### src/lfuto_pkg.sv
// Shared definitions for the LFU table with oldest-first tie-break.
// Parameter defaults, register map, controller states and command/status structs.
// No dependencies.
package lfuto_pkg;

   localparam int FRAMES_DEF     = 16;
   localparam int ID_BITS_DEF    = 8;
   localparam int COUNT_BITS_DEF = 16;

   // word field widths on the ports
   localparam int REQ_ID_W   = 8;
   localparam int RSP_SLOT_W = 4;
   localparam int RSP_ID_W   = 8;
   localparam int RSP_CNT_W  = 16;

   // register map: index is paddr[2]
   localparam logic       REG_FRAMES_IN_USE = 1'b0;
   localparam logic [4:0] FRAMES_IN_USE_RST = 5'd16;

   typedef enum logic [1:0] {
      ST_IDLE,
      ST_SCAN,
      ST_COMMIT
   } state_type;

   typedef struct packed {
      logic start;
      logic scan;
      logic commit;
   } cmd_type;

   typedef struct packed {
      logic scan_done;
      logic out_free;
   } status_type;

endpackage

### src/lfu_table_oldest_tiebreak.sv
// Top level of the LFU table with oldest-first tie-break: register port and wiring.
// Depends on lfuto_pkg, lfuto_ctrl, lfuto_dpath.
//
//   port group   dir   kind        contents
//   req_*        in    stream      student_id
//   rsp_*        out   stream      hit, evicted / slot, evicted_id, use_count
//   csr_*        in    APB         frames_in_use at 0x0
//
// With N entries occupied (1 to FRAMES) the result word follows the accepted input
// word after N reads through a single read port, one registered compare, closing
// the scan, then the commit. An empty table skips the reads and the compare.
// The next word is accepted the cycle after the commit; one item in flight at a time.
// A stalled result holds the commit until the output register frees.
// Reset is synchronous; it clears occupancy and the request counter and sets the
// register to 16.
module lfu_table_oldest_tiebreak #(
   parameter int FRAMES     = lfuto_pkg::FRAMES_DEF,
   parameter int ID_BITS    = lfuto_pkg::ID_BITS_DEF,
   parameter int COUNT_BITS = lfuto_pkg::COUNT_BITS_DEF
) (
   input  logic        clock,
   input  logic        reset,
   input  logic        req_tvalid,
   output logic        req_tready,
   input  logic [7:0]  req_tdata,    // [7:0] student_id
   output logic        rsp_tvalid,
   input  logic        rsp_tready,
   output logic [31:0] rsp_tdata,    // [3:0] slot, [11:4] evicted_id, [27:12] use_count
   output logic [1:0]  rsp_tuser,    // [0] hit, [1] evicted
   input  logic        csr_psel,
   input  logic        csr_penable,
   input  logic        csr_pwrite,
   input  logic [2:0]  csr_paddr,
   input  logic [31:0] csr_pwdata,
   output logic [31:0] csr_prdata,
   output logic        csr_pready
);
   import lfuto_pkg::*;

   logic [4:0] frames_ff;
   logic       csr_wr;
   cmd_type    cmd;
   status_type status;

   assign csr_pready = 1'b1;
   assign csr_wr     = csr_psel && csr_penable && csr_pwrite && csr_pready;

   always_ff @(posedge clock) begin
      if (reset) begin
         frames_ff <= FRAMES_IN_USE_RST;
      end else if (csr_wr && (csr_paddr[2] == REG_FRAMES_IN_USE)) begin
         frames_ff <= csr_pwdata[4:0];
      end
   end

   assign csr_prdata = (csr_paddr[2] == REG_FRAMES_IN_USE) ? {27'd0, frames_ff} : 32'd0;

   lfuto_ctrl u_ctrl (
      .clock      (clock),
      .reset      (reset),
      .req_tvalid (req_tvalid),
      .req_tready (req_tready),
      .status     (status),
      .cmd        (cmd)
   );

   lfuto_dpath #(
      .FRAMES     (FRAMES),
      .ID_BITS    (ID_BITS),
      .COUNT_BITS (COUNT_BITS)
   ) u_dpath (
      .clock         (clock),
      .reset         (reset),
      .cmd           (cmd),
      .status        (status),
      .frames_in_use (frames_ff),
      .req_id        (req_tdata),
      .rsp_tready    (rsp_tready),
      .rsp_tvalid    (rsp_tvalid),
      .rsp_tdata     (rsp_tdata),
      .rsp_tuser     (rsp_tuser)
   );

endmodule

### src/lfuto_ctrl.sv
// Controller for the LFU table: accept, scan, commit sequencing.
// Depends on lfuto_pkg; drives lfuto_dpath through cmd_type / status_type.
module lfuto_ctrl (
   input  logic                   clock,
   input  logic                   reset,
   input  logic                   req_tvalid,
   output logic                   req_tready,
   input  lfuto_pkg::status_type  status,
   output lfuto_pkg::cmd_type     cmd
);
   import lfuto_pkg::*;

   state_type state_ff;
   state_type state_in;

   always_ff @(posedge clock) begin
      if (reset) begin
         state_ff <= ST_IDLE;
      end else begin
         state_ff <= state_in;
      end
   end

   always_comb begin
      state_in = state_ff;
      case (state_ff)
         ST_IDLE: begin
            if (req_tvalid) state_in = ST_SCAN;
         end
         ST_SCAN: begin
            if (status.scan_done) state_in = ST_COMMIT;
         end
         ST_COMMIT: begin
            if (status.out_free) state_in = ST_IDLE;
         end
         default: begin
            state_in = ST_IDLE;
         end
      endcase
   end

   always_comb begin
      req_tready = 1'b0;
      cmd        = '0;
      case (state_ff)
         ST_IDLE: begin
            req_tready = 1'b1;
            cmd.start  = req_tvalid;
         end
         ST_SCAN: begin
            cmd.scan = 1'b1;
         end
         ST_COMMIT: begin
            cmd.commit = status.out_free;
         end
         default: begin
            req_tready = 1'b0;
         end
      endcase
   end

endmodule

### src/lfuto_dpath.sv
// Datapath for the LFU table: entry memories, match/victim scan, update, result register.
// Depends on lfuto_pkg; commanded by lfuto_ctrl.
module lfuto_dpath #(
   parameter int FRAMES     = lfuto_pkg::FRAMES_DEF,
   parameter int ID_BITS    = lfuto_pkg::ID_BITS_DEF,
   parameter int COUNT_BITS = lfuto_pkg::COUNT_BITS_DEF
) (
   input  logic                   clock,
   input  logic                   reset,
   input  lfuto_pkg::cmd_type     cmd,
   output lfuto_pkg::status_type  status,
   input  logic [4:0]             frames_in_use,
   input  logic [7:0]             req_id,
   input  logic                   rsp_tready,
   output logic                   rsp_tvalid,
   output logic [31:0]            rsp_tdata,
   output logic [1:0]             rsp_tuser
);
   import lfuto_pkg::*;

   localparam int IDX_BITS = (FRAMES > 1) ? $clog2(FRAMES) : 1;
   localparam int CNT_W    = $clog2(FRAMES + 1);
   localparam int LW       = ((CNT_W > 5) ? CNT_W : 5) + 1;

   logic [ID_BITS-1:0]    ident_mem [FRAMES];
   logic [COUNT_BITS-1:0] uses_mem  [FRAMES];
   logic [31:0]           stamp_mem [FRAMES];

   logic [ID_BITS-1:0]    id_ff;
   logic [CNT_W-1:0]      ptr_ff;
   logic [CNT_W-1:0]      used_ff;
   logic [31:0]           reqnum_ff;
   logic                  rd_pend_ff;
   logic [IDX_BITS-1:0]   rd_idx_ff;
   logic [ID_BITS-1:0]    rd_ident_ff;
   logic [COUNT_BITS-1:0] rd_uses_ff;
   logic [31:0]           rd_stamp_ff;
   logic                  found_ff;
   logic [IDX_BITS-1:0]   match_idx_ff;
   logic [COUNT_BITS-1:0] match_uses_ff;
   logic                  have_ff;
   logic [IDX_BITS-1:0]   best_idx_ff;
   logic [COUNT_BITS-1:0] best_uses_ff;
   logic [31:0]           best_stamp_ff;
   logic [ID_BITS-1:0]    best_ident_ff;
   logic                  rsp_valid_ff;
   logic [31:0]           rsp_data_ff;
   logic [1:0]            rsp_user_ff;

   logic [ID_BITS+REQ_ID_W-1:0]     id_wide;
   logic                            issue;
   logic                            match;
   logic                            better;
   logic [LW-1:0]                   fiu_eff;
   logic                            free;
   logic [COUNT_BITS-1:0]           hit_uses;
   logic [IDX_BITS-1:0]             slot_idx;
   logic                            evict;
   logic [COUNT_BITS-1:0]           cnt_out;
   logic [IDX_BITS+RSP_SLOT_W-1:0]  slot_wide;
   logic [ID_BITS+RSP_ID_W-1:0]     evid_wide;
   logic [COUNT_BITS+RSP_CNT_W-1:0] cnt_wide;

   assign id_wide = {{ID_BITS{1'b0}}, req_id};
   assign issue   = (ptr_ff < used_ff);
   assign match   = (rd_ident_ff == id_ff);
   assign better  = !have_ff || (rd_uses_ff < best_uses_ff) ||
                    ((rd_uses_ff == best_uses_ff) &&
                     ((rd_stamp_ff < best_stamp_ff) ||
                      ((rd_stamp_ff == best_stamp_ff) && (rd_ident_ff < best_ident_ff))));

   // register value 0 behaves as 1
   assign fiu_eff  = (frames_in_use == 5'd0) ? LW'(1) : LW'(frames_in_use);
   assign free     = (LW'(used_ff) < LW'(FRAMES)) && (LW'(used_ff) < fiu_eff);
   assign hit_uses = (match_uses_ff == {COUNT_BITS{1'b1}}) ? match_uses_ff
                                                            : match_uses_ff + COUNT_BITS'(1);
   assign evict    = !found_ff && !free;
   assign slot_idx = found_ff ? match_idx_ff : (free ? used_ff[IDX_BITS-1:0] : best_idx_ff);
   assign cnt_out  = found_ff ? hit_uses : COUNT_BITS'(1);

   assign slot_wide = {{RSP_SLOT_W{1'b0}}, slot_idx};
   assign evid_wide = {{RSP_ID_W{1'b0}}, (evict ? best_ident_ff : {ID_BITS{1'b0}})};
   assign cnt_wide  = {{RSP_CNT_W{1'b0}}, cnt_out};

   assign status.scan_done = !issue && !rd_pend_ff;
   assign status.out_free  = !rsp_valid_ff || rsp_tready;

   // entry memories
   always_ff @(posedge clock) begin
      if (cmd.scan && issue) begin
         rd_ident_ff <= ident_mem[ptr_ff[IDX_BITS-1:0]];
         rd_uses_ff  <= uses_mem[ptr_ff[IDX_BITS-1:0]];
         rd_stamp_ff <= stamp_mem[ptr_ff[IDX_BITS-1:0]];
         rd_idx_ff   <= ptr_ff[IDX_BITS-1:0];
      end
      if (cmd.commit) begin
         if (found_ff) begin
            uses_mem[slot_idx] <= hit_uses;
         end else begin
            ident_mem[slot_idx] <= id_ff;
            uses_mem[slot_idx]  <= COUNT_BITS'(1);
            stamp_mem[slot_idx] <= reqnum_ff;
         end
      end
   end

   // scan control and counters
   always_ff @(posedge clock) begin
      if (reset) begin
         ptr_ff       <= '0;
         rd_pend_ff   <= 1'b0;
         found_ff     <= 1'b0;
         have_ff      <= 1'b0;
         used_ff      <= '0;
         reqnum_ff    <= '0;
         rsp_valid_ff <= 1'b0;
      end else begin
         if (cmd.start) begin
            ptr_ff     <= '0;
            rd_pend_ff <= 1'b0;
            found_ff   <= 1'b0;
            have_ff    <= 1'b0;
         end
         if (cmd.scan) begin
            rd_pend_ff <= issue;
            if (issue) ptr_ff <= ptr_ff + CNT_W'(1);
            if (rd_pend_ff) begin
               if (match) found_ff <= 1'b1;
               have_ff <= 1'b1;
            end
         end
         if (cmd.commit) begin
            if (!found_ff && free) used_ff <= used_ff + CNT_W'(1);
            if (reqnum_ff != 32'hFFFF_FFFF) reqnum_ff <= reqnum_ff + 32'd1;
            rsp_valid_ff <= 1'b1;
         end else if (rsp_tready) begin
            rsp_valid_ff <= 1'b0;
         end
      end
   end

   // scan payload and result word
   always_ff @(posedge clock) begin
      if (cmd.start) begin
         id_ff <= id_wide[ID_BITS-1:0];
      end
      if (cmd.scan && rd_pend_ff) begin
         if (match && !found_ff) begin
            match_idx_ff  <= rd_idx_ff;
            match_uses_ff <= rd_uses_ff;
         end
         if (better) begin
            best_idx_ff   <= rd_idx_ff;
            best_uses_ff  <= rd_uses_ff;
            best_stamp_ff <= rd_stamp_ff;
            best_ident_ff <= rd_ident_ff;
         end
      end
      if (cmd.commit) begin
         rsp_data_ff <= {4'b0000, cnt_wide[RSP_CNT_W-1:0], evid_wide[RSP_ID_W-1:0],
                         slot_wide[RSP_SLOT_W-1:0]};
         rsp_user_ff <= {evict, found_ff};
      end
   end

   assign rsp_tvalid = rsp_valid_ff;
   assign rsp_tdata  = rsp_data_ff;
   assign rsp_tuser  = rsp_user_ff;

endmodule

### config.mk
export PLATFORM = sky130hd
export DESIGN_NAME = lfu_table_oldest_tiebreak
export DESIGN_NICKNAME = d
export VERILOG_FILES = /design/src/lfuto_pkg.sv /design/src/lfu_table_oldest_tiebreak.sv /design/src/lfuto_ctrl.sv /design/src/lfuto_dpath.sv
export SDC_FILE = /design/constraint.sdc
export NUM_CORES = 1
export LEC_CHECK = 0
export BUFFER_PORTS_ARGS = -buffer_cell sky130_fd_sc_hd__buf_2
export CORE_MARGIN = 2
export CORE_UTILIZATION = 56
export DETAILED_ROUTE_END_ITERATION = 7
export PLACE_DENSITY_LB_ADDON = 0.1
export SYNTH_ARGS = -nofsm -noshare
export SYNTH_HDL_FRONTEND = slang
export SYNTH_SLANG_ARGS = --single-unit
### constraint.sdc
create_clock -name clock -period 4.6 [get_ports clock]
set_input_delay 0.69 -clock clock [delete_from_list [all_inputs] [get_ports clock]]
set_output_delay 0.69 -clock clock [all_outputs]
set_load 0.01 [all_outputs]
**Word level (Yosys, flattened, before mapping)**

Memory sizes are Yosys's and may differ from the RTL's. A register that Yosys moved wholly into a read port is not among the register bits.
Index checks and enable logic that the tools add are counted.
Widths: inputs -> output; s select.

- Memories kept: 3
- RAM bits: 896
- Output and inout port bits: 69
- Bits in registers: 175

Memories:

| name | words | width | rd ports | clocked after Yosys merged registers in | wr ports | line | RTL |
|---|---|---|---|---|---|---|---|
| u_dpath.stamp_mem | 16 | 32 | 1 | 1 | 1 | lfuto_dpath.sv:27 | `logic [31:0] stamp_mem [FRAMES];` |
| u_dpath.uses_mem | 16 | 16 | 1 | 1 | 1 | lfuto_dpath.sv:26 | `logic [COUNT_BITS-1:0] uses_mem [FRAMES];` |
| u_dpath.ident_mem | 16 | 8 | 1 | 1 | 1 | lfuto_dpath.sv:25 | `logic [ID_BITS-1:0] ident_mem [FRAMES];` |

- Add/sub/neg operators: 4
- Multiplexer cells: 34
- Bitwise logic cells: 2
- $lt $le $gt $ge: 6
- Reduce and logical (&&, ||, !) cells: 31
- Equality and inequality tests: 10

Operators with widths:

| cell | count |
|---|---|
| $add 32x1->32 const B | 1 |
| $eq 32x32->1 | 1 |
| $lt 32x32->1 | 1 |
| $mux 16 | 2 |
| $ne 32x32->1 const B | 1 |
| $mux 5 | 5 |
| $mux 1 | 21 |
| $add 16x1->16 const B | 1 |
| $eq 16x16->1 | 1 |
| $eq 16x16->1 const B | 1 |
| $lt 16x16->1 | 1 |
| $logic_and 1x1->1 | 12 |
| $add 5x1->5 const B | 2 |
| $eq 8x8->1 | 1 |
| $lt 8x8->1 | 1 |
| $mux 4 | 2 |
| $reduce_and 2->1 | 4 |
| $logic_not 1->1 | 6 |
| $lt 5x6->1 | 1 |
| $mux 2 | 3 |
| $pmux 2 s3 | 1 |
| $logic_not 5->1 | 1 |
| $lt 5x5->1 | 1 |
| $lt 5x5->1 const B | 1 |
| other kinds (10) | 15 |

**Depth between registers and ports, before layout**

- Depth in word-level cells: 6
- Depth in mapped cells: 10
- Mapped depth without buffers: 8

**Hierarchy**

A second synthesis with hierarchy kept.

- Cells, all modules: 2137
- Area, all modules: 44093.5 µm²

By module, submodules not included:

| module | area an instance (µm²) | cells each | times used | sequential area each (µm²) |
|---|---|---|---|---|
| lfuto_dpath | 43495.5 | 2068 | 1 | 33171.8 |
| lfu_table_oldest_tiebreak | 494.2 | 58 | 1 | 100.1 |
| lfuto_ctrl | 103.8 | 11 | 1 | 40.0 |

**Least setup slack after synthesis**

OpenSTA, ideal clock, no wires.

- Path kind: register -> register
- Start: reg frames_ff[3]
- End: mem u_dpath.ident_mem[11][0] (netlist name), enable pin
- Slack: 0.357 ns
- Arrival: 3.806 ns
- Required time: 4.162 ns
- Stages on the path, launching flop included: 10
- Cells stage by stage: dfxtp_1 > inv_1 > ha_1 > a21o_1 > a211oi_1 > o21a_4 > buf_12 > mux2i_1 > nand3_1 > nor2_1

- Longest elaborated chain between the ends: 6

Ends and longest elaborated chain:

| what | line | RTL |
|---|---|---|
| start: declaration | lfu_table_oldest_tiebreak.sv:40 | `logic [4:0] frames_ff;` |
| start signal: assignment | lfu_table_oldest_tiebreak.sv:52 | `frames_ff <= csr_pwdata[4:0];` |
| $logic_not 5->1 | lfuto_dpath.sv:73 | `assign fiu_eff = (frames_in_use == 5'd0) ? LW'(1) : LW'(frames_in_use);` |
| $mux 5 * | lfuto_dpath.sv:73 |  |
| $lt 5x6->1 * | lfuto_dpath.sv:74 | `assign free = (LW'(used_ff) < LW'(FRAMES)) && (LW'(used_ff) < fiu_eff);` |
| $logic_and 1x1->1 * | lfuto_dpath.sv:74 |  |
| $mux 4 * (2 in a row) | lfuto_dpath.sv:78 | `assign slot_idx = found_ff ? match_idx_ff : (free ? used_ff[IDX_BITS-1:0] : best_idx_ff);` |
| end: declaration | lfuto_dpath.sv:25 |  |

Mark *: on every way between the ends. The rest lies on a longest branch, timed or not.

**Worst setup path in the final report**

- Start: reg frames_ff[3]
- End: mem u_dpath.stamp_mem[13][13], enable pin

- Longest elaborated chain between the ends: 6

Ends and longest elaborated chain:

| what | line | RTL |
|---|---|---|
| $logic_not 5->1 | lfuto_dpath.sv:73 |  |
| $mux 5 * | lfuto_dpath.sv:73 |  |
| $lt 5x6->1 * | lfuto_dpath.sv:74 |  |
| $logic_and 1x1->1 * | lfuto_dpath.sv:74 |  |
| $mux 4 * (2 in a row) | lfuto_dpath.sv:78 |  |
| net u_dpath.slot_idx[1] | lfuto_dpath.sv:57 | `logic [IDX_BITS-1:0] slot_idx;` |
| end: declaration | lfuto_dpath.sv:27 |  |

Mark *: on every way through the listed nets, which the timed path passes. The rest lies on a longest branch.

==> run summary <==
average wire per standard cell = 27.7 microns
Worst Skew = 0.0272 ns
number of sinks driven by the clock tree = 1127
port buffer count = 57
Die ar. = 81100 sq um
startpoint of the most critical register-to-register path = frames_ff[3]$_SDFFE_PP0P_
DIE HEIGHT = 285 microns
Data arrival, critical path = 4.16 ns
Critical Path Sink Type = register
PD cells = 410 nW/um^2
hold-fix buffer count after cts = 0
Final setup violation count = 0
setup slack of the most critical reg-to-reg path = 0.76 ns
detailed-route via count = 21.1k
unrepaired setup endpoints after global routing = no
time the worst path needs with I/O delays and setup = 3.84 ns
maxcap violations = 0
routability congestion estimate = 0.818
Floorplan Core Area = 77700 sq um
class of the worst hold path = in2reg
pin count of the biggest net entering global routing = 154
Mapped Cells = 2167
sort of element at the start of the critical path = register
number of antenna violations at the first check in global routing = 1
overflow left after global routing = 0
per-cell via count in the routed design = 6.13
number of post-CTS setup repair buffers = 0
number of cells after detailed placement = 3234
total routing resource utilization after global routing = 24.1%
biggest area contributors in the synthesized netlist = edfxtp_1 73%, mux4_2 14%, dfxtp_1 2.4%
smallest hold slack = 0.187 ns
post-DP HPWL = 50700 microns
final worst path period share = 83.4%
global-route wire length before repair = 143000 microns
Rel. slew slack = 25.3%
number of buffers created by CTS = 111
critical setup path kind = reg2reg
Antenna Diode Count = 0
post-synthesis mux area share = 14.6%
share of synthesized cell area in and, or, nand and nor gates = 3.53%
cell with the largest stage delay on the worst path = a211oi_1
CTS tree = built
final instance area = 49800 sq um
end of the critical path = u_dpath.stamp_mem[13][13]$_DFFE_PP_
worst-path cell chain = inv_1 -> ha_1 -> a21o_1 -> a211oi_1 -> o21a_4 -> o311ai_2 -> nand3b_1 -> nor2_4 -> buf_12
distinct cell type count of the synthesized netlist = 57
top cell type by total area after synthesis = edfxtp_1
Area growth, synth to finish = 12.8%
post-route antenna net violation count = 0
H-Tree Level Count = 3
Cell Area, Placed = 46100 sq um
area share of fa/ha/maj cells after synthesis = 1.90%
ports placed on the boundary = 119
main combinational cell family by area after synthesis = multiplexers
part of the Yosys area used for sequential elements = 75.5%
Iter 0 DRT Violations = 2083
area taken by multi-input logic gates = 10200 sq um
final hold violation count = 0
Final Util = 64.1%
origin of the worst setup path = frames_ff[3]$_SDFFE_PP0P_
Clock Latency Late Sink = 0.68 ns
transition time of the tightest slew-check pin = 1.12 ns
Sequential cell area = 33300 sq um
compound-gate portion of the synthesized area = 1.64%
synthesized flop and latch total = 1127
number of DRC violations after detailed routing = 0
fraction of synthesized cell area in xor and xnor cells = 0.873%
most frequent cells in the layout = 1074 x edfxtp_1, 280 x mux4_2, 112 x clkbuf_16
x dimension of the die = 285 microns
primary flip-flop cell chosen by synthesis mapping = edfxtp_1
fill cell count = 5202
routed wire length = 95500 microns
achievable frequency = 261 MHz
Resize count post-CTS = 0
number of flops mapped to enable cells by yosys = 1074
depth of the worst register-to-register path = 9
reg2reg end = u_dpath.stamp_mem[13][13]$_DFFE_PP_
number of buffers on the longest clock path = 3
Post-layout nets = 2424
status = finished clean
largest fanout on the critical path = 36
first-pass detailed-route iteration total = 5
fraction of layout instances using a drive strength above 1 = 25.6%
Post-Synthesis Mean Instance Area = 20.4 sq um
initial standard-cell utilization of the core = 56.8%
CP required = 4.92 ns
Crit path largest cell delay = 0.67 ns
maximum vdd ir drop = 345 uV
number of pins with negative max-slew slack in the final report = 0
standby leakage power = 0.0161 uW
post-synthesis instance area = 44100 sq um
clock transition at the registers of the reported paths = 0.06 ns
most frequent standard cell in the layout excluding fill and tap cells = edfxtp_1
non-filler instance count after layout = 3442
Async SR Flop Fraction = 0%
setup_tns = 0 ns
vias in the first global route = 22.1k
total number of yosys warnings = 0
cell at the root of the clock tree = clkbuf_16
standard-cell row count = 102
Yosys top cell area share = 73.1%
==> per-stage QoR <==
stage,setup WS [ns],total power [uW]
after floorplan,0.357,11500
after global placement,0.864,11600
after detailed placement,0.792,11600
after CTS,0.779,20600
after global routing,0.500,21000
final,0.762,20400
==> worst max-delay path: cells and delay by family (launching register included) <==
kind                       cells  cell delay (ns)
AOI/OAI and AO/OA              4             1.52
and+or+nand+nor                2             0.80
buffers and inverters          2             0.43
DFF                            1             0.36
adders and majority gates      1             0.31
==> routing by layer <==
| metal | GRT usage (%) | wire, microns | vias up |
|---|---|---|---|
| li1 | - | - | 9045 |
| met1 | 35.5 | 40400 | 11173 |
| met2 | 38.9 | 46600 | 767 |
| met3 | 3.66 | 6920 | 123 |
| met4 | 5.62 | 1620 | 0 |
| met5 | 0 | 0 | - |
==> where the power goes <==
part           total, uW  internal, uW  switching [uW]
logic                208          70.0             138
clock network       9000          5270            3730
registers          11200         11100            39.5
total              20400         16500            3910
==> kinds of logic (layout without fill, tap and decap cells) <==
logic type	after synthesis	in the layout
DFF	1127	1127
muxes	293	293
adders and majority gates	67	67
other	2	32
buffers and inverters	195	400
xor gates and xnor gates	44	44
and+or+nand+nor	328	328
AOI/OAI and AO/OA	111	111
==> area by class of cell <==
| cell class | count | area share (%) |
|---|---|---|
| clock buffer | 148 | 6.12 |
| clock inverter | 60 | 1.25 |
| inverter | 80 | 0.605 |
| multi-input combinational | 875 | 20.5 |
| sequential | 1127 | 66.9 |
| tap | 1040 | 2.61 |
| timing repair buffer | 112 | 1.95 |
==> sequential cells by signal (all words and copies together) (netlist names), 5 cells and up <==
| name | cells |
|---|---|
| frames_ff | 5 |
| u_dpath.best_ident_ff | 8 |
| u_dpath.best_stamp_ff | 32 |
| u_dpath.best_uses_ff | 16 |
| u_dpath.id_ff | 8 |
| u_dpath.ident_mem | 128 |
| u_dpath.match_uses_ff | 16 |
| u_dpath.ptr_ff | 5 |
| u_dpath.rd_ident_ff | 8 |
| u_dpath.rd_stamp_ff | 32 |
| u_dpath.rd_uses_ff | 16 |
| u_dpath.reqnum_ff | 32 |
| u_dpath.rsp_tdata | 28 |
| u_dpath.stamp_mem | 512 |
| u_dpath.used_ff | 5 |
| u_dpath.uses_mem | 256 |
==> worst min-delay path by stage <==
stage / startpoint / end / slack [ns] / cells past startpoint
6_report: req_tdata[7] / u_dpath.id_ff[7]$_DFFE_PP_ / 0.19 / 1
5_1_grt: req_tdata[1] / u_dpath.id_ff[1]$_DFFE_PP_ / 0.18 / 1
4_1_cts: req_tdata[7] / u_dpath.id_ff[7]$_DFFE_PP_ / 0.16 / 1
3_5_place_dp: u_dpath.rd_stamp_ff[0]$_DFFE_PP_ / u_dpath.best_stamp_ff[0]$_DFFE_PP_ / 0.44 / 0
3_3_place_gp: u_dpath.rd_idx_ff[2]$_DFFE_PP_ / u_dpath.match_idx_ff[2]$_DFFE_PP_ / 0.43 / 0
2_1_floorplan: u_dpath.found_ff$_SDFF_PP0_ / u_dpath.rsp_tuser[0]$_DFFE_PP_ / 0.41 / 0
==> cell usage after synthesis (3+ instances only) <==
master and instances:
and3_1 8, dfxtp_1 53, or2_2 3, xnor2_1 31, nor3_1 27, a21oi_1 43
inv_1 80, ha_1 67, buf_1 17, xor2_1 13, nand2_1 51, o2111ai_1 4
mux2_2 3, mux2i_1 10, and2_1 3, mux4_2 280, nor2_1 133, a21o_1 8
edfxtp_1 1074, or3_1 11, buf_2 6, nand3_1 32, nand2b_1 14, buf_4 32
o211ai_1 7, nor4_1 7, a211oi_1 5, nand4_1 20, o21ai_0 21, nor2b_1 5
a31oi_1 5, clkbuf_1 59, and4_1 3
(Power assumes the default switching activity.)
